`config.mk`:
```
export PLATFORM = sky130hd
export DESIGN_NAME = csc_sqrt
export DESIGN_NICKNAME = d
export VERILOG_FILES = /design/src/csc_sqrt.sv
export SDC_FILE = /design/constraint.sdc
export NUM_CORES = 2
export LEC_CHECK = 0
export BUFFER_PORTS_ARGS = -buffer_cell sky130_fd_sc_hd__buf_2
export CORE_UTILIZATION = 36
export CTS_CLUSTER_DIAMETER = 40
export CTS_CLUSTER_SIZE = 14
export DETAILED_ROUTE_END_ITERATION = 10
export PLACE_DENSITY_LB_ADDON = 0.05
export SLEW_MARGIN = 10
export SYNTH_ARGS = -nofsm -noshare
export SYNTH_HDL_FRONTEND = slang
export SYNTH_SLANG_ARGS = --single-unit
export TNS_END_PERCENT = 5
```
`constraint.sdc`:
```
create_clock -name clock -period 3.15 [get_ports clock]
set_input_delay 0.63 -clock clock [delete_from_list [all_inputs] [get_ports clock]]
set_output_delay 0.63 -clock clock [all_outputs]
set_load 0.01 [all_outputs]
```
`src/csc_sqrt.sv`:
```
//------------------------------------------------------------------------------
// csc_sqrt
// Pipelined integer square root, one result bit per stage, with a side tag.
//------------------------------------------------------------------------------
`timescale 1ns / 1ps
`default_nettype none

module csc_sqrt #(
   parameter int RW = 32,
   parameter int TW = 1
) (
   input  wire logic            clock,
   input  wire logic            reset,
   input  wire logic            in_valid,
   input  wire logic [2*RW-1:0] in_rad,
   input  wire logic [TW-1:0]   in_tag,
   output logic                 out_valid,
   output logic [RW-1:0]        out_root,
   output logic [TW-1:0]        out_tag
);

   logic [RW-1:0]   vld_ff;
   logic [2*RW-1:0] rem_ff [RW];
   logic [RW-1:0]   res_ff [RW];
   logic [TW-1:0]   tag_ff [RW];

   for (genvar k = 0; k < RW; k++) begin : g_stage
      localparam int B = RW - 1 - k;
      logic            p_vld;
      logic [2*RW-1:0] p_rem;
      logic [RW-1:0]   p_res;
      logic [TW-1:0]   p_tag;
      logic [2*RW:0]   trial;
      logic            take;

      if (k == 0) begin : g_first
         assign p_vld = in_valid;
         assign p_rem = in_rad;
         assign p_res = '0;
         assign p_tag = in_tag;
      end else begin : g_next
         assign p_vld = vld_ff[k-1];
         assign p_rem = rem_ff[k-1];
         assign p_res = res_ff[k-1];
         assign p_tag = tag_ff[k-1];
      end

      // (res + 2^B)^2 - res^2 against what is left of the radicand
      always_comb begin
         trial = ((2*RW+1)'(p_res) << (B + 1)) + ((2*RW+1)'(1) << (2 * B));
         take  = {1'b0, p_rem} >= trial;
      end

      always_ff @(posedge clock) begin
         if (reset) begin
            vld_ff[k] <= 1'b0;
         end else begin
            vld_ff[k] <= p_vld;
         end
      end

      always_ff @(posedge clock) begin
         rem_ff[k] <= take ? (2*RW)'({1'b0, p_rem} - trial) : p_rem;
         res_ff[k] <= take ? (p_res | (RW'(1) << B)) : p_res;
         tag_ff[k] <= p_tag;
      end
   end

   assign out_valid = vld_ff[RW-1];
   assign out_root  = res_ff[RW-1];
   assign out_tag   = tag_ff[RW-1];

endmodule

`default_nettype wire

```
==> Implementation_results.wiki <==
{| class="wikitable"
! Metric !! Value
|-
| Clock root buffer || clkbuf_16
|-
| Prevailing post-synth register cell || dfxtp_1
|-
| Family with the most delay on the worst path || simple AND/OR/NAND/NOR gates
|-
| Die Y-Extent || 522 um
|-
| Count of endpoints failing hold in the final timing report || 0
|-
| Global-route wire length before repair || 431000 um
|-
| Category of the worst setup path capture point || flip-flop
|-
| Peak fanout along the critical path || 6
|-
| Cell total after placement || 14200
|-
| Rel. slew slack || 20.4%
|-
| Gr ovfl total || 0
|-
| Crit Reg-Reg Endpoint || rem_ff[1][563]$_DFF_P_
|-
| Status || finished, violations left
|-
| Sequential element share of the synthesized area || ~53%
|-
| Post-DP HPWL || 221000 um
|-
| Critical path, cell by cell || or4_4 > or4_4 > or3_4 > or4_4 > or4_4 > o21bai_4 > o2111a_2 > and3b_1 > xor2_1
|-
| Cell area after synthesis || 97200 um2
|-
| Signed area change from the synthesized netlist to the final layout || 29.9%
|-
| Worst reg2reg startpoint || rem_ff[1][499]$_DFF_P_
|-
| Remaining number of nets flagged by the antenna check after routing || 0
|-
| CTS tree || done
|-
| Die Outline Area || 272000 um2
|-
| Placeable Area || 268000 um2
|-
| Most common cell type on the critical path || or4_4
|-
| Initial standard-cell utilization of the core || 36.2%
|-
| Mean cell area of the mapped netlist || 9.98 um2
|-
| Highest clock frequency the design can meet || about 0.30 GHz
|-
| Hold Path Sink || g_stage[13].p_vld$_SDFF_PP0_
|-
| Reg2Reg Depth || 9
|-
| Clock slew seen by the registers of the worst setup and hold paths || 0.06 ns
|-
| Reg2Reg Setup Slack || -0.21 ns
|-
| Static Leakage || 57.5 nW
|-
| Type of the setup path with the least slack || flip-flop to flip-flop
|-
| Largest net degree at the start of global routing || 54
|-
| Overall via count from detail_route || 73400
|-
| Cell type with the largest total area after synthesis || dfxtp_1
|-
| Max-cap violations || 0
|-
| Iteration-0 DRC count of the detailed router || 3580
|-
| Number of nets produced by synthesis || a little over 10000
|-
| Async SR Flop Fraction || 0%
|-
| Via count of the first global-routing pass || ~75000
|-
| Library cells used by synthesis || 91
|-
| Vias per std cell || 4.88
|-
| Setup repair after global routing missed its margin || true
|-
| DR DRC count || 0
|-
| Post-synth EDFFs || 0
|-
| Path category of the worst min-delay check || input pin to flip-flop
|-
| Tcrit/Tclk final || 107%
|-
| Number of setup violations in the final report || 50
|-
| Worst Path Required || 3.94 ns
|-
| Warnings from Yosys || 0
|-
| Num rows || 190
|-
| Maximum single-stage delay on the critical path || around 0.52 ns
|-
| Post-Route Skew || 0.0776 ns
|-
| Global routing usage summed across all routing layers || a little over 20%
|-
| Cell area after placement || 109000 um2
|-
| Startpoint Class || flip-flop
|-
| Count of input and output buffers || between 100 and 150
|-
| Top post-synthesis cells by count || dfxtp_1, inv_1, nor2_1, a21oi_1, nand2_1
|-
| Mean routed wirelength per cell || 18.6 um
|-
| CTS H-Tree Depth || 5
|-
| Final std cell area, no fill || 126000 um2
|-
| Time the final worst path needs with I/O delays and setup || 3.36 ns
|-
| Count of nets after finishing || 11800
|-
| Crit path max-delay cell type || or4_4
|-
| HP Start || reset
|-
| Cells after Synth || between 9000 and 10000
|-
| Fraction of final layout cells with drive strength greater than 1 || 20.8%
|-
| Pre-Repair DR Iteration Count || 5
|-
| Initial antenna violation count || 6
|-
| Area share of the largest cell type after synthesis || a little over half
|-
| Clock sink count || 2576
|-
| Finished Layout Cells || between 15000 and 20000
|-
| Total buffers and inverters traversed by the critical path || 0
|-
| Routability-driven placement congestion ratio || 0.876
|-
| Power density normalized to cell area || 942 nW/um2
|-
| Drt total wl || 279000 um
|-
| Clock latency reported for the late side of the worst-skew pair || 0.93 ns
|-
| Library cell with the highest instance count after synthesis || dfxtp_1
|-
| Width of the chip || 522 um
|-
| Failing checks || negative setup slack
|-
| Slew at the pin closest to its max-slew limit || 1.19 ns
|-
| Signal arrival time at the worst endpoint || 4.14 ns
|-
| VDD IR max || 512 uV
|-
| Main area contributors after synthesis || dfxtp_1, ha_1, xnor2_1, xor2_1, a21oi_1
|-
| Number of storage elements in the synthesis netlist || 2576
|-
| Worst-case setup margin in the final layout || -0.207 ns
|-
| Number of fill cells || between 20000 and 30000
|-
| Deepest clock path buffer count || 4
|-
| Number of top-level pins || 102
|-
| Pins over their slew limit || 0
|-
| Worst hold stages || 2
|-
| Clock buffer count from CTS || 380
|}
[layout by cell type, fill, tap and decap left out, types with 35 or more instances in the layout]
cell type,instances
a211oi_1,40
a21o_1,198
a21oi_1,600
a31oi_1,40
and3_1,43
buf_2,101
buf_4,1019
clkbuf_16,386
clkinv_2,48
clkinvlp_4,35
dfxtp_1,2545
dlygate4sd3_1,66
ha_1,516
inv_1,668
inv_6,60
mux2_2,69
nand2_1,619
nand2b_1,126
nand3_1,142
nand3b_1,42
nand4_1,176
nor2_1,608
nor2b_1,107
nor3_1,241
nor4_1,283
nor4b_1,38
o211ai_1,50
o21a_1,85
o21ai_0,425
o21bai_1,50
or2_2,37
or3_1,96
or4_1,57
xnor2_1,503
xor2_1,377
[registers in the layout, indices dropped and copies added, names as in the netlist]
register / count
rem_ff: 1984
res_ff: 528
tag_ff: 32
g_stage.p_vld: 31
out_valid: 1
[worst max-delay path by stage]
stage	start	endpoint	slack (ns)	depth (start not counted)
detailed placement	res_ff[1][287]$_DFF_P_	rem_ff[1][630]$_DFF_P_	-1.32	12
finish	rem_ff[1][499]$_DFF_P_	rem_ff[1][563]$_DFF_P_	-0.21	9
global route	rem_ff[1][499]$_DFF_P_	rem_ff[1][563]$_DFF_P_	-0.27	9
global placement	res_ff[1][287]$_DFF_P_	rem_ff[1][630]$_DFF_P_	-1.34	12
floorplan	rem_ff[1][499]$_DFF_P_	rem_ff[1][542]$_DFF_P_	-0.26	9
CTS	rem_ff[1][499]$_DFF_P_	rem_ff[1][563]$_DFF_P_	-0.28	9
[routing by layer]
layer / GRT usage (%) / share of wire [%]
met3: 2.35 / 3.2
met4: 6.87 / 3.2
met1: 24.9 / 44
met5: 0 / 0
met2: 36.0 / 49
[kinds of logic (layout without fill, tap and decap cells)]
family	count (synthesis)	after routing	synth area share, %
compound gates	1826	1826	11.6
xor+xnor	892	892	8.04
fa+ha+maj	558	558	7.19
buf+inv	873	2617	3.41
flops	2576	2576	53.1
mux	83	83	0.964
other cells	0	8	0
simple gates	2932	2932	15.7
[stage by stage]
stage / total power [mW] / hold WS [ns] / worst slack [ns] / util (%) / setup TNS, ns
2_1_floorplan: 62.7 / 0.310 / -0.257 / - / -9.46
3_3_place_gp: 75.3 / 0.311 / -1.34 / 40.8 / -111.43
3_5_place_dp: 75.3 / 0.312 / -1.32 / 40.8 / -111.65
4_1_cts: 119 / 0.111 / -0.284 / 46.4 / -9.96
5_1_grt: 125 / 0.188 / -0.269 / 47.0 / -16.90
6_report: 119 / 0.190 / -0.207 / 47.1 / -6.28
[report_power, final]
| group | internal (mW) | switching, mW |
|---|---|---|
| clock | 26.5 | 16.6 |
| sequential | 39.8 | 6.61 |
| combinational | 14.1 | 15.2 |
[what timing repair did]
item / CTS / global route
pin swaps: 33 / 94
setup endpoints to repair: 601 / 644
gates cloned: 2 / 2
gates resized for setup: 177 / 331
endpoints found under the hold margin: 66 / 0
hold buffers: 66 / 0
buffers inserted: 7 / 19
[area by class of cell]
cell class              count  area, um2  share of cell area (%)
multi-input cells        6291      44600                    35.4
clock buffers             440      10100                    8.04
inverters                 683       2570                    2.04
diodes                      8       20.0                  0.0159
clock inverters           264       3210                    2.54
flip-flops and latches   2576      51600                    40.9
repair buffers           1230       9540                    7.56
well taps                3552       4440                    3.52
[worst reg2reg max path: cells and delay by family, from the launching register on]
kind	cells	cell delay, ns
xor+xnor	1	0.14
compound gates	2	0.47
simple gates	6	2.35
flops	1	0.31
Note: power is estimated with default switching activity, not from simulation.
